`src/sv/gpe_pkg.sv`:
```
`timescale 1ns / 1ps
// Shared constants, codes and control structs of the gate position estimator.
package gpe_pkg;

	localparam int POSITION_BITS_DEF = 16;

	localparam int TIME_W     = 32;
	localparam int DUR_W      = 20;
	localparam int PUB_W      = 16;
	localparam int OP_W       = 2;
	localparam int ST_W       = 3;
	localparam int MV_W       = 2;
	localparam int ACT_W      = 2;
	localparam int CFG_IDX_W  = 2;
	localparam int CFG_DATA_W = 20;

	localparam logic [DUR_W-1:0] DUR_MAX   = 20'd600000;
	localparam logic [DUR_W-1:0] DUR_RESET = 20'd20000;
	localparam logic [PUB_W-1:0] PUB_RESET = 16'd250;

	localparam logic [OP_W-1:0] OP_TICK   = 2'd0;
	localparam logic [OP_W-1:0] OP_STATUS = 2'd1;
	localparam logic [OP_W-1:0] OP_STOP   = 2'd2;
	localparam logic [OP_W-1:0] OP_POS    = 2'd3;

	localparam logic [ST_W-1:0] ST_CLOSED  = 3'd0;
	localparam logic [ST_W-1:0] ST_OPENING = 3'd1;
	localparam logic [ST_W-1:0] ST_OPENED  = 3'd2;
	localparam logic [ST_W-1:0] ST_CLOSING = 3'd3;
	localparam logic [ST_W-1:0] ST_PAUSED  = 3'd4;
	localparam logic [ST_W-1:0] ST_OTHER   = 3'd5;

	localparam logic [MV_W-1:0] MV_IDLE    = 2'd0;
	localparam logic [MV_W-1:0] MV_OPENING = 2'd1;
	localparam logic [MV_W-1:0] MV_CLOSING = 2'd2;

	localparam logic [ACT_W-1:0] ACT_OPEN = 2'd0;
	localparam logic [ACT_W-1:0] ACT_STOP = 2'd1;

	localparam logic [CFG_IDX_W-1:0] CFG_LEARN     = 2'd0;
	localparam logic [CFG_IDX_W-1:0] CFG_OPEN_MS   = 2'd1;
	localparam logic [CFG_IDX_W-1:0] CFG_CLOSE_MS  = 2'd2;
	localparam logic [CFG_IDX_W-1:0] CFG_PUBLISH   = 2'd3;

	typedef struct packed {
		logic load;
		logic prep;
		logic div_step;
		logic commit;
	} gpe_cmd_t;

	typedef struct packed {
		logic tick_moving;
		logic slot_free;
	} gpe_sts_t;

endpackage

```
`src/sv/gpe_if.sv`:
```
`timescale 1ns / 1ps
// Request and result channel interfaces of the gate position estimator.
interface gpe_in_if #(parameter int POSITION_BITS = gpe_pkg::POSITION_BITS_DEF);
	logic                        valid;
	logic                        ready;
	logic [gpe_pkg::OP_W-1:0]    operation;
	logic [gpe_pkg::TIME_W-1:0]  now_ms;
	logic [gpe_pkg::ST_W-1:0]    gate_status;
	logic [POSITION_BITS-1:0]    target_position;

	modport source (output valid, operation, now_ms, gate_status, target_position,
		input ready);
	modport sink (input valid, operation, now_ms, gate_status, target_position,
		output ready);
endinterface

interface gpe_out_if #(parameter int POSITION_BITS = gpe_pkg::POSITION_BITS_DEF);
	logic                        valid;
	logic                        ready;
	logic                        action_valid;
	logic [gpe_pkg::ACT_W-1:0]   action;
	logic [POSITION_BITS-1:0]    position_out;
	logic [gpe_pkg::MV_W-1:0]    motion;
	logic                        publish;
	logic [gpe_pkg::DUR_W-1:0]   learned_open_ms;
	logic [gpe_pkg::DUR_W-1:0]   learned_close_ms;

	modport source (output valid, action_valid, action, position_out, motion, publish,
		learned_open_ms, learned_close_ms, input ready);
	modport sink (input valid, action_valid, action, position_out, motion, publish,
		learned_open_ms, learned_close_ms, output ready);
endinterface

```
`src/sv/gpe_ctrl.sv`:
```
`timescale 1ns / 1ps
// Controller state machine: request intake, divider sequencing and result commit.
module gpe_ctrl #(
	parameter int POSITION_BITS = gpe_pkg::POSITION_BITS_DEF
) (
	input  logic              clk,
	input  logic              arst_n,
	input  logic              in_valid,
	output logic              in_ready,
	input  gpe_pkg::gpe_sts_t sts,
	output gpe_pkg::gpe_cmd_t cmd
);
	import gpe_pkg::*;

	localparam int CNT_W = $clog2(POSITION_BITS + 1);

	localparam logic [1:0] S_IDLE = 2'd0;
	localparam logic [1:0] S_PREP = 2'd1;
	localparam logic [1:0] S_DIV  = 2'd2;
	localparam logic [1:0] S_FIN  = 2'd3;

	logic [1:0]       state_q;
	logic [1:0]       state_d;
	logic [CNT_W-1:0] cnt_q;

	always_comb begin
		state_d  = state_q;
		in_ready = 1'b0;
		cmd      = '0;
		unique case (state_q)
			S_IDLE: begin
				in_ready = 1'b1;
				if (in_valid) begin
					cmd.load = 1'b1;
					state_d  = S_PREP;
				end
			end
			S_PREP: begin
				cmd.prep = 1'b1;
				state_d  = sts.tick_moving ? S_DIV : S_FIN;
			end
			S_DIV: begin
				cmd.div_step = 1'b1;
				if (cnt_q == CNT_W'(1)) begin
					state_d = S_FIN;
				end
			end
			S_FIN: begin
				if (sts.slot_free) begin
					cmd.commit = 1'b1;
					state_d    = S_IDLE;
				end
			end
			default: state_d = S_IDLE;
		endcase
	end

	always_ff @(posedge clk or negedge arst_n) begin
		if (!arst_n) begin
			state_q <= S_IDLE;
			cnt_q   <= '0;
		end else begin
			state_q <= state_d;
			if (cmd.prep) begin
				cnt_q <= CNT_W'(POSITION_BITS);
			end else if (cmd.div_step) begin
				cnt_q <= cnt_q - CNT_W'(1);
			end
		end
	end

	a_div_count: assert property (@(posedge clk) disable iff (!arst_n)
		state_q == S_DIV |-> cnt_q != '0)
		else $error("divider sequenced with empty bit count");

	a_commit_free: assert property (@(posedge clk) disable iff (!arst_n)
		cmd.commit |-> sts.slot_free)
		else $error("result committed over an undelivered result");

	a_load_prep: assert property (@(posedge clk) disable iff (!arst_n)
		cmd.load |=> state_q == S_PREP)
		else $error("accepted request not followed by prepare step");

endmodule

```
`src/sv/gpe_datapath.sv`:
```
`timescale 1ns / 1ps
// Datapath: estimator state, config registers, restoring divider and result register.
module gpe_datapath #(
	parameter int POSITION_BITS = gpe_pkg::POSITION_BITS_DEF
) (
	input  logic                              clk,
	input  logic                              arst_n,
	input  gpe_pkg::gpe_cmd_t                 cmd,
	output gpe_pkg::gpe_sts_t                 sts,
	input  logic [gpe_pkg::OP_W-1:0]          operation,
	input  logic [gpe_pkg::TIME_W-1:0]        now_ms,
	input  logic [gpe_pkg::ST_W-1:0]          gate_status,
	input  logic [POSITION_BITS-1:0]          target_position,
	input  logic                              cfg_we,
	input  logic [gpe_pkg::CFG_IDX_W-1:0]     cfg_index,
	input  logic [gpe_pkg::CFG_DATA_W-1:0]    cfg_data,
	input  logic                              out_ready,
	output logic                              out_valid,
	output logic                              action_valid,
	output logic [gpe_pkg::ACT_W-1:0]         action,
	output logic [POSITION_BITS-1:0]          position_out,
	output logic [gpe_pkg::MV_W-1:0]          motion,
	output logic                              publish,
	output logic [gpe_pkg::DUR_W-1:0]         learned_open_ms,
	output logic [gpe_pkg::DUR_W-1:0]         learned_close_ms
);
	import gpe_pkg::*;

	localparam int NUM_W = TIME_W + POSITION_BITS;
	localparam logic [POSITION_BITS-1:0] FULL = '1;

	function automatic logic [DUR_W-1:0] sat_duration(input logic [TIME_W-1:0] v);
		logic [DUR_W-1:0] r;
		if (v == '0) begin
			r = DUR_W'(1);
		end else if (v > TIME_W'(DUR_MAX)) begin
			r = DUR_MAX;
		end else begin
			r = v[DUR_W-1:0];
		end
		return r;
	endfunction

	// latched request
	logic [OP_W-1:0]          op_q;
	logic [TIME_W-1:0]        now_q;
	logic [ST_W-1:0]          st_q;
	logic [POSITION_BITS-1:0] tgt_q;

	// estimator state
	logic [POSITION_BITS-1:0] pos_q;
	logic [ST_W-1:0]          last_st_q;
	logic [MV_W-1:0]          mv_q;
	logic [POSITION_BITS-1:0] goal_q;
	logic                     goal_valid_q;
	logic [TIME_W-1:0]        last_rc_q;
	logic [TIME_W-1:0]        last_pub_q;
	logic [TIME_W-1:0]        cstart_q;
	logic                     cstart_valid_q;
	logic [DUR_W-1:0]         open_q;
	logic [DUR_W-1:0]         close_q;
	logic                     learn_q;
	logic [PUB_W-1:0]         pub_iv_q;

	// divider
	logic                     sat_q;
	logic [DUR_W-1:0]         rem_q;
	logic [POSITION_BITS-1:0] low_q;
	logic [POSITION_BITS-1:0] quo_q;

	// result register
	logic                     out_valid_q;
	logic                     act_valid_q;
	logic [ACT_W-1:0]         act_q;
	logic [POSITION_BITS-1:0] pos_out_q;
	logic [MV_W-1:0]          mv_out_q;
	logic                     pub_q;
	logic [DUR_W-1:0]         open_out_q;
	logic [DUR_W-1:0]         close_out_q;

	logic [DUR_W-1:0]         dur;
	logic [TIME_W-1:0]        elapsed;
	logic [NUM_W-1:0]         num;
	logic [TIME_W-1:0]        num_hi;
	logic [DUR_W:0]           trial;
	logic                     trial_ge;

	logic [TIME_W-1:0]        since_pub;
	logic [TIME_W-1:0]        cycle_time;
	logic [POSITION_BITS-1:0] room;

	logic [POSITION_BITS-1:0] pos_n;
	logic [ST_W-1:0]          last_st_n;
	logic [MV_W-1:0]          mv_n;
	logic [POSITION_BITS-1:0] goal_n;
	logic                     goal_valid_n;
	logic [TIME_W-1:0]        last_rc_n;
	logic [TIME_W-1:0]        last_pub_n;
	logic [TIME_W-1:0]        cstart_n;
	logic                     cstart_valid_n;
	logic [DUR_W-1:0]         open_n;
	logic [DUR_W-1:0]         close_n;
	logic                     act_valid_n;
	logic [ACT_W-1:0]         act_n;
	logic                     pub_n;

	assign sts.tick_moving = (op_q == OP_TICK) && (mv_q != MV_IDLE);
	assign sts.slot_free   = !out_valid_q || out_ready;

	// step = (elapsed * FULL + dur/2) / dur, FULL * x taken as (x << bits) - x
	assign dur      = (mv_q == MV_CLOSING) ? close_q : open_q;
	assign elapsed  = now_q - last_rc_q;
	assign num      = {elapsed, {POSITION_BITS{1'b0}}} - NUM_W'(elapsed)
		+ NUM_W'(dur >> 1);
	assign num_hi   = num[NUM_W-1:POSITION_BITS];
	assign trial    = {rem_q, low_q[POSITION_BITS-1]};
	assign trial_ge = trial >= {1'b0, dur};

	assign since_pub  = now_q - last_pub_q;
	assign cycle_time = now_q - cstart_q;
	assign room       = FULL - pos_q;

	always_comb begin
		pos_n          = pos_q;
		last_st_n      = last_st_q;
		mv_n           = mv_q;
		goal_n         = goal_q;
		goal_valid_n   = goal_valid_q;
		last_rc_n      = last_rc_q;
		last_pub_n     = last_pub_q;
		cstart_n       = cstart_q;
		cstart_valid_n = cstart_valid_q;
		open_n         = open_q;
		close_n        = close_q;
		act_valid_n    = 1'b0;
		act_n          = ACT_OPEN;
		pub_n          = 1'b0;
		unique case (op_q)
			OP_TICK: begin
				if (mv_q != MV_IDLE) begin
					if (mv_q == MV_CLOSING) begin
						pos_n = (sat_q || quo_q >= pos_q) ? '0 : pos_q - quo_q;
					end else begin
						pos_n = (sat_q || quo_q >= room) ? FULL : pos_q + quo_q;
					end
					last_rc_n = now_q;
					if (since_pub >= TIME_W'(pub_iv_q)) begin
						pub_n      = 1'b1;
						last_pub_n = now_q;
					end
					if (goal_valid_q && !(mv_q == MV_OPENING && pos_n < goal_q)
						&& !(mv_q == MV_CLOSING && pos_n > goal_q)) begin
						act_valid_n  = 1'b1;
						act_n        = ACT_STOP;
						goal_valid_n = 1'b0;
					end
				end
			end
			OP_STATUS: begin
				if (st_q != last_st_q) begin
					if (learn_q) begin
						if (st_q == ST_PAUSED) begin
							cstart_valid_n = 1'b0;
						end else if ((last_st_q == ST_CLOSED && st_q == ST_OPENING)
							|| (last_st_q == ST_OPENED && st_q == ST_CLOSING)) begin
							cstart_n       = now_q;
							cstart_valid_n = 1'b1;
						end else if (cstart_valid_q) begin
							if (st_q == ST_OPENED) begin
								open_n = sat_duration(cycle_time);
							end
							if (st_q == ST_CLOSED) begin
								close_n = sat_duration(cycle_time);
							end
							cstart_valid_n = 1'b0;
						end
					end
					if (st_q == ST_OPENED) begin
						act_valid_n = 1'b1;
						act_n       = ACT_STOP;
						pos_n       = FULL;
					end else if (st_q == ST_CLOSED) begin
						pos_n = '0;
					end
					last_st_n  = st_q;
					mv_n       = (st_q == ST_OPENING) ? MV_OPENING :
						(st_q == ST_CLOSING) ? MV_CLOSING : MV_IDLE;
					pub_n      = 1'b1;
					last_pub_n = now_q;
					last_rc_n  = now_q;
				end
			end
			OP_STOP: begin
				act_valid_n = 1'b1;
				act_n       = ACT_STOP;
			end
			OP_POS: begin
				if (tgt_q != pos_q) begin
					act_valid_n = 1'b1;
					if (tgt_q == FULL) begin
						act_n = ACT_OPEN;
					end else if (tgt_q == '0) begin
						act_n = ACT_STOP;
					end else begin
						goal_n       = tgt_q;
						goal_valid_n = 1'b1;
						act_n        = (tgt_q > pos_q) ? ACT_OPEN : ACT_STOP;
					end
				end
			end
			default: act_n = ACT_OPEN;
		endcase
	end

	// request latch, divider and payload registers
	always_ff @(posedge clk) begin
		if (cmd.load) begin
			op_q  <= operation;
			now_q <= now_ms;
			st_q  <= (gate_status > ST_OTHER) ? ST_OTHER : gate_status;
			tgt_q <= target_position;
		end
		if (cmd.prep) begin
			sat_q <= num_hi >= TIME_W'(dur);
			rem_q <= num_hi[DUR_W-1:0];
			low_q <= num[POSITION_BITS-1:0];
			quo_q <= '0;
		end else if (cmd.div_step) begin
			rem_q <= trial_ge ? DUR_W'(trial - {1'b0, dur}) : trial[DUR_W-1:0];
			low_q <= {low_q[POSITION_BITS-2:0], 1'b0};
			quo_q <= {quo_q[POSITION_BITS-2:0], trial_ge};
		end
		if (cmd.commit) begin
			goal_q      <= goal_n;
			cstart_q    <= cstart_n;
			act_valid_q <= act_valid_n;
			act_q       <= act_n;
			pos_out_q   <= pos_n;
			mv_out_q    <= mv_n;
			pub_q       <= pub_n;
			open_out_q  <= open_n;
			close_out_q <= close_n;
		end
	end

	always_ff @(posedge clk or negedge arst_n) begin
		if (!arst_n) begin
			pos_q          <= '0;
			last_st_q      <= ST_OTHER;
			mv_q           <= MV_IDLE;
			goal_valid_q   <= 1'b0;
			last_rc_q      <= '0;
			last_pub_q     <= '0;
			cstart_valid_q <= 1'b0;
			open_q         <= DUR_RESET;
			close_q        <= DUR_RESET;
			learn_q        <= 1'b0;
			pub_iv_q       <= PUB_RESET;
			out_valid_q    <= 1'b0;
		end else begin
			if (cfg_we) begin
				unique case (cfg_index)
					CFG_LEARN:    learn_q  <= cfg_data[0];
					CFG_OPEN_MS:  open_q   <= sat_duration(TIME_W'(cfg_data));
					CFG_CLOSE_MS: close_q  <= sat_duration(TIME_W'(cfg_data));
					CFG_PUBLISH:  pub_iv_q <= cfg_data[PUB_W-1:0];
					default:      learn_q  <= learn_q;
				endcase
			end else if (cmd.commit) begin
				pos_q          <= pos_n;
				last_st_q      <= last_st_n;
				mv_q           <= mv_n;
				goal_valid_q   <= goal_valid_n;
				last_rc_q      <= last_rc_n;
				last_pub_q     <= last_pub_n;
				cstart_valid_q <= cstart_valid_n;
				open_q         <= open_n;
				close_q        <= close_n;
			end
			if (cmd.commit) begin
				out_valid_q <= 1'b1;
			end else if (out_ready) begin
				out_valid_q <= 1'b0;
			end
		end
	end

	assign out_valid        = out_valid_q;
	assign action_valid     = act_valid_q;
	assign action           = act_q;
	assign position_out     = pos_out_q;
	assign motion           = mv_out_q;
	assign publish          = pub_q;
	assign learned_open_ms  = open_out_q;
	assign learned_close_ms = close_out_q;

	a_rem_bound: assert property (@(posedge clk) disable iff (!arst_n)
		cmd.div_step |-> (sat_q || rem_q < dur))
		else $error("divider remainder not below duration");

	a_dur_nonzero: assert property (@(posedge clk) disable iff (!arst_n)
		open_q != '0 && close_q != '0 && open_q <= DUR_MAX && close_q <= DUR_MAX)
		else $error("duration out of range");

	a_goal_partial: assert property (@(posedge clk) disable iff (!arst_n)
		goal_valid_q |-> (goal_q != '0 && goal_q != FULL))
		else $error("goal set at an end position");

endmodule

```
`src/sv/gate_position_estimator.sv`:
```
`timescale 1ns / 1ps
// Gate position estimator top level: controller, datapath and channel wiring.
// Flow: a request is taken in the idle state and latched, a prepare step follows, then for a tick
// while the gate moves the restoring divider steps, and a commit step writes the result register.
// One request at a time: the next is taken only after the commit step. The restoring divider
// makes one quotient bit per cycle; every other request skips the divider steps.
// A waiting result does not block the next request until its commit step.
// Reset (arst_n low) clears control state, position, motion and timers at once.
module gate_position_estimator #(
	parameter int POSITION_BITS = gpe_pkg::POSITION_BITS_DEF
) (
	input  logic                           clk,
	input  logic                           arst_n,
	gpe_in_if.sink                         in_ch,
	gpe_out_if.source                      out_ch,
	input  logic                           cfg_we,
	input  logic [gpe_pkg::CFG_IDX_W-1:0]  cfg_index,
	input  logic [gpe_pkg::CFG_DATA_W-1:0] cfg_data
);
	import gpe_pkg::*;

	gpe_cmd_t cmd;
	gpe_sts_t sts;

	gpe_ctrl #(
		.POSITION_BITS(POSITION_BITS)
	) u_ctrl (
		.clk      (clk),
		.arst_n   (arst_n),
		.in_valid (in_ch.valid),
		.in_ready (in_ch.ready),
		.sts      (sts),
		.cmd      (cmd)
	);

	gpe_datapath #(
		.POSITION_BITS(POSITION_BITS)
	) u_datapath (
		.clk              (clk),
		.arst_n           (arst_n),
		.cmd              (cmd),
		.sts              (sts),
		.operation        (in_ch.operation),
		.now_ms           (in_ch.now_ms),
		.gate_status      (in_ch.gate_status),
		.target_position  (in_ch.target_position),
		.cfg_we           (cfg_we),
		.cfg_index        (cfg_index),
		.cfg_data         (cfg_data),
		.out_ready        (out_ch.ready),
		.out_valid        (out_ch.valid),
		.action_valid     (out_ch.action_valid),
		.action           (out_ch.action),
		.position_out     (out_ch.position_out),
		.motion           (out_ch.motion),
		.publish          (out_ch.publish),
		.learned_open_ms  (out_ch.learned_open_ms),
		.learned_close_ms (out_ch.learned_close_ms)
	);

endmodule
```
`src/flat_wrapper.sv`:
```
// flat-port wrapper written by rule: the top's interface ports become plain ports
module gate_position_estimator_flat import gpe_pkg::*;
#(
	parameter int POSITION_BITS = gpe_pkg::POSITION_BITS_DEF
)
  (clk, arst_n, cfg_we, cfg_index, cfg_data, in_ch_valid, in_ch_operation, in_ch_now_ms, in_ch_gate_status, in_ch_target_position, in_ch_ready, out_ch_valid, out_ch_action_valid, out_ch_action, out_ch_position_out, out_ch_motion, out_ch_publish, out_ch_learned_open_ms, out_ch_learned_close_ms, out_ch_ready);
  gpe_in_if #(.POSITION_BITS(POSITION_BITS)) in_ch_i ();
  gpe_out_if #(.POSITION_BITS(POSITION_BITS)) out_ch_i ();
  input  logic clk;
  input  logic arst_n;
  input  logic cfg_we;
  input  logic [gpe_pkg::CFG_IDX_W-1:0] cfg_index;
  input  logic [gpe_pkg::CFG_DATA_W-1:0] cfg_data;
  input wire logic [$bits(in_ch_i.valid)-1:0] in_ch_valid;
  input wire logic [$bits(in_ch_i.operation)-1:0] in_ch_operation;
  input wire logic [$bits(in_ch_i.now_ms)-1:0] in_ch_now_ms;
  input wire logic [$bits(in_ch_i.gate_status)-1:0] in_ch_gate_status;
  input wire logic [$bits(in_ch_i.target_position)-1:0] in_ch_target_position;
  output wire logic [$bits(in_ch_i.ready)-1:0] in_ch_ready;
  output wire logic [$bits(out_ch_i.valid)-1:0] out_ch_valid;
  output wire logic [$bits(out_ch_i.action_valid)-1:0] out_ch_action_valid;
  output wire logic [$bits(out_ch_i.action)-1:0] out_ch_action;
  output wire logic [$bits(out_ch_i.position_out)-1:0] out_ch_position_out;
  output wire logic [$bits(out_ch_i.motion)-1:0] out_ch_motion;
  output wire logic [$bits(out_ch_i.publish)-1:0] out_ch_publish;
  output wire logic [$bits(out_ch_i.learned_open_ms)-1:0] out_ch_learned_open_ms;
  output wire logic [$bits(out_ch_i.learned_close_ms)-1:0] out_ch_learned_close_ms;
  input wire logic [$bits(out_ch_i.ready)-1:0] out_ch_ready;
  assign in_ch_i.valid = in_ch_valid;
  assign in_ch_i.operation = in_ch_operation;
  assign in_ch_i.now_ms = in_ch_now_ms;
  assign in_ch_i.gate_status = in_ch_gate_status;
  assign in_ch_i.target_position = in_ch_target_position;
  assign in_ch_ready = in_ch_i.ready;
  assign out_ch_valid = out_ch_i.valid;
  assign out_ch_action_valid = out_ch_i.action_valid;
  assign out_ch_action = out_ch_i.action;
  assign out_ch_position_out = out_ch_i.position_out;
  assign out_ch_motion = out_ch_i.motion;
  assign out_ch_publish = out_ch_i.publish;
  assign out_ch_learned_open_ms = out_ch_i.learned_open_ms;
  assign out_ch_learned_close_ms = out_ch_i.learned_close_ms;
  assign out_ch_i.ready = out_ch_ready;
  gate_position_estimator #(.POSITION_BITS(POSITION_BITS)) u_core (.clk(clk), .arst_n(arst_n), .in_ch(in_ch_i), .out_ch(out_ch_i), .cfg_we(cfg_we), .cfg_index(cfg_index), .cfg_data(cfg_data));
endmodule
```
`config.mk`:
```
export PLATFORM = sky130hd
export DESIGN_NAME = gate_position_estimator_flat
export DESIGN_NICKNAME = d
export VERILOG_FILES = /design/src/sv/gpe_pkg.sv /design/src/sv/gpe_if.sv /design/src/sv/gpe_ctrl.sv /design/src/sv/gpe_datapath.sv /design/src/sv/gate_position_estimator.sv /design/src/flat_wrapper.sv
export SDC_FILE = /design/constraint.sdc
export NUM_CORES = 1
export LEC_CHECK = 0
export BUFFER_PORTS_ARGS = -buffer_cell sky130_fd_sc_hd__buf_2
export CORE_MARGIN = 2
export CORE_UTILIZATION = 54
export CTS_CLUSTER_SIZE = 14
export DETAILED_ROUTE_END_ITERATION = 12
export MAX_ROUTING_LAYER = met4
export PLACE_DENSITY = 0.75
export SLEW_MARGIN = 20
export SYNTH_ARGS = -nofsm -noshare
export SYNTH_HDL_FRONTEND = slang
export SYNTH_SLANG_ARGS = --single-unit
```
`constraint.sdc`:
```
create_clock -name clk -period 9.8 [get_ports clk]
set_input_delay 2.94 -clock clk [delete_from_list [all_inputs] [get_ports clk]]
set_output_delay 2.94 -clock clk [all_outputs]
set_load 0.02 [all_outputs]
```
Word-level counts from Yosys, hierarchy flattened:

Index checks and enable logic that the tools add are counted.

* register bits after elaboration: 368
* output and inout bits: 64
* word-level logic and storage cells: 222

* add/subtract/negate cells: 10
* $lt $le $gt $ge: 11
* equal/unequal tests: 32
* mux-type cells: 93
* bitwise operators: 4
* reduce and logical (&&, ||, !) cells: 41

Operator list (number)
* $mux W20: 28
* $mux W16: 11
* $mux W32: 4
* $pmux W32 S2: 2
* $sub A32 B32 Y32: 3
* $add A48 B19 Y48: 1
* $sub A48 B32 Y48: 1
* $mux W1: 33
* $ge A16 B16 Y1: 2
* $ge A32 B16 Y1: 1
* $ge A32 B20 Y1: 1
* $gt A16 B16 Y1: 2
* $gt A32 B20 Y1 const B: 1
* $logic_not A32 Y1: 1
* $pmux W16 S2: 1
* $ge A21 B20 Y1: 1
* $gt A20 B20 Y1 const B: 1
* $logic_not A20 Y1: 1
* $sub A20 B20 Y20: 1
* $add A16 B16 Y16: 1
* $eq A16 B16 Y1 const B: 1
* $logic_not A16 Y1: 1
* $lt A16 B16 Y1: 1
* $ne A16 B16 Y1: 1
* other kinds (31): 90

Logic depth before layout (Yosys ltp):

Gate-level depths: netlist of run 1.

* depth in word-level cells: 15
* gate-level depth with buffers: 38
* depth with buffers taken out: 38

Cells and area by module:

Synthesis of run 1 repeated with hierarchy kept, for this count alone.

* cell total of the unflattened synthesis: 2899
* area, all modules: 27355.0 um^2

Modules (own cells, without submodules)
* gpe_datapath: instances 1, cells an instance 2849, area an instance 26873.3 um^2, seq. area each 9947.0 um^2
* gpe_ctrl: instances 1, cells an instance 50, area an instance 481.7 um^2, seq. area each 175.2 um^2

Worst setup path after synthesis of run 1:

Ideal clock, no wire load.

* path type: register to register
* start: register u_core.u_datapath.mv_q[0]
* end: register u_core.u_datapath.sat_q, data pin
* setup time: 0.267 ns
* data arrival time: 6.915 ns
* data required time: 9.533 ns
* slack: 2.617 ns
* stages on the path, launching flop included: 33
* cells stage by stage: dfrtp_1 > clkbuf_1 > nand2b_1 > clkbuf_1 > buf_1 > clkbuf_1 > mux2i_1 > inv_1 > ha_1 > ha_1 > fa_1 > a21oi_1 > o21ai_0 > a2111oi_0 > o31ai_1 > a221oi_1 > o31ai_1 > a21oi_1 > o21ai_0 > o21ai_0 > o2bb2ai_1 > xnor2_1 > ha_1 > a21oi_1 > o221ai_1 > nor4_1 > nand3_1 > a211oi_1 > o21ai_0 > nor3b_1 > nand4_1 > nor3_1 > nand4_1

* cells in the longest elaborated chain, start to end: 4

RTL lines
* start, declared: line gpe_datapath.sv:53 `logic [MV_W-1:0] mv_q;`
* start signal, assigned: line gpe_datapath.sv:272 `mv_q <= mv_n;`
* $eq A2 B2 Y1 *: line gpe_datapath.sv:111 `assign dur = (mv_q == MV_CLOSING) ? close_q : open_q;`
* $mux W20 *: line gpe_datapath.sv:111
* $add A48 B19 Y48: line gpe_datapath.sv:114 `+ NUM_W'(dur >> 1);`
* $ge A32 B20 Y1 *: line gpe_datapath.sv:224 `sat_q <= num_hi >= TIME_W'(dur);`
* end signal, assigned: line gpe_datapath.sv:224
* end, declared: line gpe_datapath.sv:66 `logic sat_q;`

Mark *: on every way between the ends. The rest lies on a longest branch, timed or not.
A chain may end at the register's enable or synchronous reset.

Worst setup path in the final report of run 1:

* start: register u_core.u_datapath.now_q[0]
* end: register u_core.u_datapath.sat_q, data pin

* cells in the longest elaborated chain, start to end: 4

RTL lines
* start, declared: line gpe_datapath.sv:46 `logic [TIME_W-1:0] now_q;`
* start signal, assigned: line gpe_datapath.sv:219 `now_q <= now_ms;`
* $sub A32 B32 Y32: line gpe_datapath.sv:112 `assign elapsed = now_q - last_rc_q;`
* $sub A48 B32 Y48: line gpe_datapath.sv:113 `assign num = {elapsed, {POSITION_BITS{1'b0}}} - NUM_W'(elapsed)`
* $add A48 B19 Y48: line gpe_datapath.sv:114
* $ge A32 B20 Y1: line gpe_datapath.sv:224

No other way between the ends.

==> impl_summary.txt, run 1 <==
----------------------------------------------------
[Yosys]
  Seq cells post-synth ... roughly 370
  Most frequent cells after synthesis ... 294 x ha_1, 282 x inv_1, 220 x a21oi_1
  Xor and xnor area share after synthesis ... 0.04101
  Dominant cell by count in the synthesized netlist ... ha_1
  Main combinational cell family by area after synthesis ... compound AO/OA/AOI/OAI gates
  Synth Area in Compound Gates ... 0.2007
  Proportion of netlist area held by the largest area contributor ... 0.2174
  Mux cell area share after synthesis ... 0.06344
  Synth Net Count ... 3331
  Number of instances in the synthesized netlist ... 2949
  Combined area of all synthesized cells ... 27490 sq um
  Avg Cell Area, Syn ... 9.322 sq um
  Fraction of the mapped netlist area in simple logic gates ... 0.1340
  Leading register cell type out of synthesis ... edfxtp_1
  Seq/Total Area, Yosys ... 0.3682
  Adder-cell share of the synthesized area ... 0.1396
  Count of synthesis-stage warnings from yosys ... 0
  Count of unique library cells instantiated by Yosys ... 82
  Leading cell types by total area after synthesis ... edfxtp_1 22%, ha_1 13%, dfrtp_1 12%, mux2_2 4.7%, a21oi_1 4.0%
  Leading area contributor after synthesis ... edfxtp_1
  Number of flops mapped to enable cells by yosys ... 199
  FFs w/ async S/R, synth ... 0.4142

[Clock tree]
  # resized after CTS ... 0
  Skew-Pair Late Insertion Delay ... 600 ps
  Cts hold-fix bufs ... 0
  Setup Buffers After CTS ... 0
  Total CTS buffers ... 43
  CTS root buffer ... clkbuf_16
  Clock edge transition at the registers on the reported setup and hold paths ... approximately 60 ps
  Clock tree from TritonCTS ... yes
  Max clock buf depth ... 3
  Maximum level of the CTS H-tree ... 2
  Sink count of the clock tree ... 367

[Routing]
  Number of DRC violations after detailed routing ... 0
  Average wire per cell in the routed design ... 21.64 microns
  Routed wire length ... 81.47 mm
  Via count of the routed design ... 23350
  Via density per instance ... 6.201
  First DRT Iteration DRCs ... 2125
  DR pass1 iterations ... 8
  Post-route ant nets ... 0

[GRT]
  Vias in the first global route ... 22630
  Layer with the highest usage ... met2
  Global-route track usage on met3 ... 0.03835
  Met1 capacity usage during global routing ... 0.4144
  Wire length of the first global-routing pass ... 127.5 mm
  Met2 demand-to-capacity share in global routing ... 0.5090
  Total overflow reported by the global router ... 0
  Number of antenna violations at the first check in global routing ... 4
  Pin count of the biggest net entering global routing ... 79
  Combined global-route utilization of all metal layers ... 0.3175

[Critical path]
  Reg2Reg Launch Point ... u_core.u_datapath.now_q[0]$_DFFE_PP_
  WP data required ... around 10000 ps
  Number of cells traversed by the worst register-to-register path ... 37
  Data arrival at the endpoint of the critical path ... 8870 ps
  Critical path endpoint category ... flop
  Critical Path Source Type ... flop
  Endpoint of the most critical register-to-register path ... u_core.u_datapath.sat_q$_DFFE_PP_
  Critical Setup Path Class ... flop to flop
  Reg2reg setup slack ... 1260 ps
  Maximum net fanout on the critical path ... 6
  Critical Path Max Stage Delay ... 550 ps
  Cell with the largest stage delay on the worst path ... a2111oi_0
  Worst path most repeated cell ... ha_1

[Hold path]
  Terminating pin of the worst hold path ... u_core.u_ctrl.cnt_q[3]$_DFFE_PN0P_
  Min-delay src ... u_core.u_ctrl.cnt_q[3]$_DFFE_PN0P_
  Worst hold path depth ... 1
  Class of the worst hold path ... flop to flop

[Timing]
  Setup repair after global routing missed its margin ... no
  Slew Limit Headroom ... 0.2618
  Largest clock skew in the final design ... 32.83 ps
  Final sum of negative setup slack ... 0 ps
  Final setup violation count ... 0
  Max frequency ... 117.1 MHz
  Final max-slew violation count ... 0
  Final hold viol count ... 0
  Final critical path time including I/O delays and setup ... 8541 ps
  Slew @ Worst Pin ... 1104 ps
  Fraction of the cycle the final worst path needs ... 0.8715
  Setup slack of the critical path after layout ... 1259 ps

[Die]
  Area of the die ... 52730 sq um
  Width of the chip ... 229.6 microns
  Die height ... 229.6 microns
  Number of cell rows ... 82
  Number of I/O pins ... 144
  Area of the core ... 50170 sq um
  Initial core utilization ... 0.5480

[Finish]
  Number of nets at the end of the flow ... 3437
  Area added between synthesis and finish ... 10.35%
  Share of final-layout standard cells stronger than drive strength 1 ... 0.1282
  Fillers ... roughly 4200
  Final standard cell count with taps included and fillers excluded ... about 3800

[Job]
  Max-Cap Viols ... 0

[Status]
  Run status ... finished, final reports clean

[Place]
  Total placed cells including tap cells ... 3682
  Buffers on Ports ... 142
  Final RePlAce weighted congestion ... 0.9632
  Worst slack after detailed placement ... 1552 ps
  Detailed-placement wirelength estimate ... 62.89 mm

----------------------------------------------------
[layout by cell type (no fill, tap or decap), types with 32 or more instances in the layout]
cell type / netlist / final
dfrtp_1: 134 / 134
mux2_2: 114 / 114
o31ai_1: 32 / 32
nor2_1: 197 / 195
nor2b_1: 39 / 39
xor2_1: 53 / 53
nand4_1: 46 / 46
xnor2_1: 73 / 73
buf_2: 4 / 141
o21a_1: 33 / 33
clkbuf_16: 0 / 43
o21bai_1: 34 / 34
nand2b_1: 40 / 39
nand2_1: 206 / 206
nor3_1: 45 / 44
edfxtp_1: 199 / 199
a21oi_1: 220 / 220
a21o_1: 113 / 113
ha_1: 294 / 293
o21ai_0: 186 / 184
inv_1: 282 / 281
mux2i_1: 46 / 46
nand3_1: 60 / 60
[state kept, by name, indices dropped and copies added (netlist names), 20 cells and up]
signal,count
u_core.u_datapath.learned_close_ms,20
u_core.u_datapath.open_q,20
u_core.u_datapath.last_pub_q,32
u_core.u_datapath.now_q,32
u_core.u_datapath.close_q,20
u_core.u_datapath.rem_q,20
u_core.u_datapath.last_rc_q,32
u_core.u_datapath.cstart_q,32
u_core.u_datapath.learned_open_ms,20
[logic make-up after synthesis]
family | count (synthesis)
xor+xnor | 127
fa+ha+maj | 302
compound gates | 851
simple gates | 756
other cells | 1
flops | 367
mux | 160
buf+inv | 385
[worst max-delay path, delay by kind of cell (launching register included)]
family / cells / cell delay [ps]
xor+xnor: 2 / 420
simple gates: 11 / 1760
fa+ha+maj: 5 / 1590
flops: 1 / 420
compound gates: 16 / 3780
buf+inv: 3 / 300
[metal layers]
metal,wire [microns],vias up
met5,0,-
met4,3243,0
met3,5194,165
met2,38290,902
met1,34740,11270
li1,-,11020
[through the flow]
stage | cell area (sq um) | utilization | hold WS (ps)
floorplan | 27490 | - | 444.0
global placement | 28830 | 0.5746 | 453.1
detailed placement | 28830 | 0.5746 | 478.7
CTS | 30330 | 0.6045 | 496.1
global route | 30340 | 0.6047 | 512.9
finish | 30340 | 0.6047 | 500.6
[how the worst max path moves through the flow]
| stage | end | startpoint | cells past startpoint |
|---|---|---|---|
| 2_1_floorplan | u_core.u_datapath.sat_q$_DFFE_PP_ | u_core.u_datapath.mv_q[0]$_DFFE_PN0P_ | 32 |
| 3_3_place_gp | u_core.u_datapath.sat_q$_DFFE_PP_ | u_core.u_datapath.now_q[0]$_DFFE_PP_ | 37 |
| 3_5_place_dp | u_core.u_datapath.sat_q$_DFFE_PP_ | u_core.u_datapath.now_q[0]$_DFFE_PP_ | 37 |
| 4_1_cts | u_core.u_datapath.sat_q$_DFFE_PP_ | u_core.u_datapath.now_q[0]$_DFFE_PP_ | 37 |
| 5_1_grt | u_core.u_datapath.sat_q$_DFFE_PP_ | u_core.u_datapath.now_q[0]$_DFFE_PP_ | 37 |
| 6_report | u_core.u_datapath.sat_q$_DFFE_PP_ | u_core.u_datapath.now_q[0]$_DFFE_PP_ | 37 |
[cell type report]
type / count / area, sq um / share of cell area
multi-input cells: 2197 / 15930 / 0.5251
repair buffers: 162 / 870.8 / 0.02870
well taps: 672 / 840.8 / 0.02771
diodes: 3 / 7.507 / 0.0002475
clock inverters: 21 / 302.8 / 0.009981
flip-flops and latches: 367 / 10120 / 0.3336
inverters: 284 / 1066 / 0.03514
clock buffers: 59 / 1196 / 0.03943
Power of run 1 is left out: the tool's default activity adds up to more than one toggle a clock period on the data nets, which glitch-free logic cannot reach.
==> inputs of run 2 (changes only) <==
--- a/config.mk
+++ b/config.mk
@@ -15,4 +15,5 @@
 export SLEW_MARGIN = 20
 export SYNTH_ARGS = -nofsm -noshare
 export SYNTH_HDL_FRONTEND = slang
+export SYNTH_HIERARCHICAL = 1
 export SYNTH_SLANG_ARGS = --single-unit
==> impl_summary.txt, run 2 <==
----------------------------------------------------
[Hold path]
  Min-delay src ... u_core/u_datapath/now_q[0]$_DFFE_PP_
  Class of the worst hold path ... flop to flop
  Worst hold path depth ... 0
  Terminating pin of the worst hold path ... u_core/u_datapath/cstart_q[0]$_DFFE_PP_

[Finish]
  Summed area of non-filler cells in the final layout ... approximately 30000 sq um
  Top library cells by usage in the layout, fill and taps aside ... 294 x ha_1, 284 x inv_1, 226 x a21oi_1
  Area added between synthesis and finish ... 10.05%
  Area of the multi-input gates ... 15870 sq um
  Antenna diode instance count ... 0
  Fillers ... 4334
  Footprint of the flip-flops and latches ... 10120 sq um
  Number of nets at the end of the flow ... 3408
  Most common cell after layout, fill and taps aside ... ha_1
  Share of final-layout standard cells stronger than drive strength 1 ... 0.1321

[Critical path]
  Data arrival at the endpoint of the critical path ... 8840 ps
  Critical path endpoint category ... flop
  Reg2Reg Launch Point ... u_core/u_datapath/now_q[0]$_DFFE_PP_
  Endpoint of the most critical register-to-register path ... u_core/u_datapath/sat_q$_DFFE_PP_
  Cell with the largest stage delay on the worst path ... or4_1
  Worst path most repeated cell ... ha_1
  WP data required ... 10110 ps
  Critical Path Source Type ... flop
  Critical Path Max Stage Delay ... ~510 ps
  Number of cells traversed by the worst register-to-register path ... 37
  Critical Setup Path Class ... flop to flop
  Reg2reg setup slack ... 1270 ps
  Maximum net fanout on the critical path ... 5

[Die]
  Width of the chip ... roughly 230 microns
  Number of I/O pins ... 144
  Area of the core ... 50070 sq um
  Number of cell rows ... 82
  Area of the die ... 52470 sq um
  Die height ... 229.1 microns
  Initial core utilization ... 0.5464

[Yosys]
  Number of instances in the synthesized netlist ... 2899
  Count of synthesis-stage warnings from yosys ... 6
  FFs w/ async S/R, synth ... 0.4142
  Synth Net Count ... ~3300
  Count of unique library cells instantiated by Yosys ... 97
  Seq cells post-synth ... 367
  Combined area of all synthesized cells ... 27350 sq um
  Leading cell types by total area after synthesis ... edfxtp_1 22%, ha_1 13%, dfrtp_1 12%, mux2_2 4.4%, a21oi_1 4.2%
  Most frequent cells after synthesis ... 295 x ha_1, 284 x inv_1, 227 x a21oi_1
  Dominant cell by count in the synthesized netlist ... ha_1
  Seq/Total Area, Yosys ... 0.3700
  Proportion of netlist area held by the largest area contributor ... 0.2185
  Number of flops mapped to enable cells by yosys ... 199
  Avg Cell Area, Syn ... 9.436 sq um
  Leading register cell type out of synthesis ... edfxtp_1
  Leading area contributor after synthesis ... edfxtp_1

[Routing]
  Via count of the routed design ... around 23000
  Routed wire length ... between 70 and 80 mm
  First DRT Iteration DRCs ... 2160
  DR pass1 iterations ... 7
  Number of DRC violations after detailed routing ... 0
  Average wire per cell in the routed design ... roughly 21 microns
  Post-route ant nets ... 0
  Via density per instance ... about 6.2

[Clock tree]
  Setup Buffers After CTS ... 0
  Max clock buf depth ... 3
  Skew-Pair Late Insertion Delay ... 580 ps
  CTS root buffer ... clkbuf_16
  Clock edge transition at the registers on the reported setup and hold paths ... 60 ps
  Total CTS buffers ... 42
  Sink count of the clock tree ... between 300 and 400
  # resized after CTS ... 0
  Maximum level of the CTS H-tree ... 2
  Cts hold-fix bufs ... 0
  Clock tree from TritonCTS ... yes

[Timing]
  Final hold viol count ... 0
  Slew @ Worst Pin ... around 1100 ps
  Largest clock skew in the final design ... 23.13 ps
  Fraction of the cycle the final worst path needs ... 0.8705
  Setup repair after global routing missed its margin ... no
  Final max-slew violation count ... 0
  Final setup violation count ... 0
  Final critical path time including I/O delays and setup ... ~8500 ps
  Final sum of negative setup slack ... 0 ps
  Slew Limit Headroom ... 0.2959
  Max frequency ... 117.2 MHz

[GRT]
  Combined global-route utilization of all metal layers ... 0.3024
  Number of antenna violations at the first check in global routing ... 0
  Total overflow reported by the global router ... 0
  Vias in the first global route ... 21900
  Pin count of the biggest net entering global routing ... between 100 and 150
  Wire length of the first global-routing pass ... 121.9 mm

[Place]
  Area of placed instances ... between 20000 and 30000 sq um
  Final RePlAce weighted congestion ... roughly 0.99
  Buffers on Ports ... 142
  Detailed-placement wirelength estimate ... 61.33 mm

[Status]
  Run status ... finished, final reports clean

[Job]
  Max-Cap Viols ... 0

----------------------------------------------------
run 2: cell count changes in the layout (fill, tap and decap cells not counted), moves of 10 or more:
cell	before	now
a221o_1	12	2
and3_1	14	27
nand2_1	206	190
nand3_1	60	40
nor2_1	195	176
o21a_1	33	43
o21ai_0	184	172
o21ai_1	5	37
o31ai_1	32	18
run 2: cells by family (layout without fill, tap and decap cells):
group | count (synthesis) | after routing | share of synthesized area
AOI/OAI and AO/OA | 878 | 878 | 0.2087
and+or+nand+nor | 694 | 694 | 0.1246
buffers and inverters | 369 | 528 | 0.05168
DFF | 367 | 367 | 0.3700
adders and majority gates | 303 | 303 | 0.1408
muxes | 157 | 157 | 0.06243
xor gates and xnor gates | 130 | 130 | 0.04162
other | 1 | 1 | 0.0001371
run 2: routing by layer:
metal / vias to the layer above / GRT usage / part of all wire
met3: 191 / 0.02951 / 0.061
met2: 955 / 0.4889 / 0.47
met4: 0 / 0.1512 / 0.055
li1: 10870 / - / -
met1: 11100 / 0.3803 / 0.41
met5: - / - / 0
run 2: layout make-up:
cell class              instances  share of cell area
clock buffers                  51             0.03736
clock inverters                26            0.006193
inverters                     287             0.03579
multi-input cells            2163              0.5271
flip-flops and latches        367              0.3362
well taps                     672             0.02793
repair buffers                164             0.02938
run 2: how the worst max path moves through the flow:
| stage | startpoint | endpoint | slack [ps] | cells after the start |
|---|---|---|---|---|
| floorplan | u_core/u_datapath/now_q[0]$_DFFE_PP_ | u_core/u_datapath/sat_q$_DFFE_PP_ | 2560 | 37 |
| global placement | u_core/u_datapath/now_q[0]$_DFFE_PP_ | u_core/u_datapath/sat_q$_DFFE_PP_ | 1490 | 37 |
| detailed placement | u_core/u_datapath/now_q[0]$_DFFE_PP_ | u_core/u_datapath/sat_q$_DFFE_PP_ | 1340 | 37 |
| CTS | u_core/u_datapath/now_q[0]$_DFFE_PP_ | u_core/u_datapath/sat_q$_DFFE_PP_ | 1330 | 37 |
| global route | u_core/u_datapath/now_q[0]$_DFFE_PP_ | u_core/u_datapath/sat_q$_DFFE_PP_ | 490 | 37 |
| finish | u_core/u_datapath/now_q[0]$_DFFE_PP_ | u_core/u_datapath/sat_q$_DFFE_PP_ | 1270 | 37 |
run 2: stage by stage:
stage / setup slack (ps) / hold slack (ps) / utilization / instances
after floorplan: 2560 / 444.0 / - / 2899
after global placement: 1487 / 454.6 / 0.5750 / 3653
after detailed placement: 1344 / 462.3 / 0.5750 / 3653
after CTS: 1326 / 479.6 / 0.6012 / 3730
after global routing: 487.8 / 508.4 / 0.6013 / 3730
final: 1269 / 481.6 / 0.6013 / 3730
run 2: worst max-delay path, delay by kind of cell (launching register included):
kind	cells	cell delay (ps)
AOI/OAI and AO/OA	17	3430
xor gates and xnor gates	2	440
adders and majority gates	5	1470
buffers and inverters	3	360
DFF	1	400
muxes	1	280
and+or+nand+nor	9	1870
Power of run 2 is left out for the same reason.
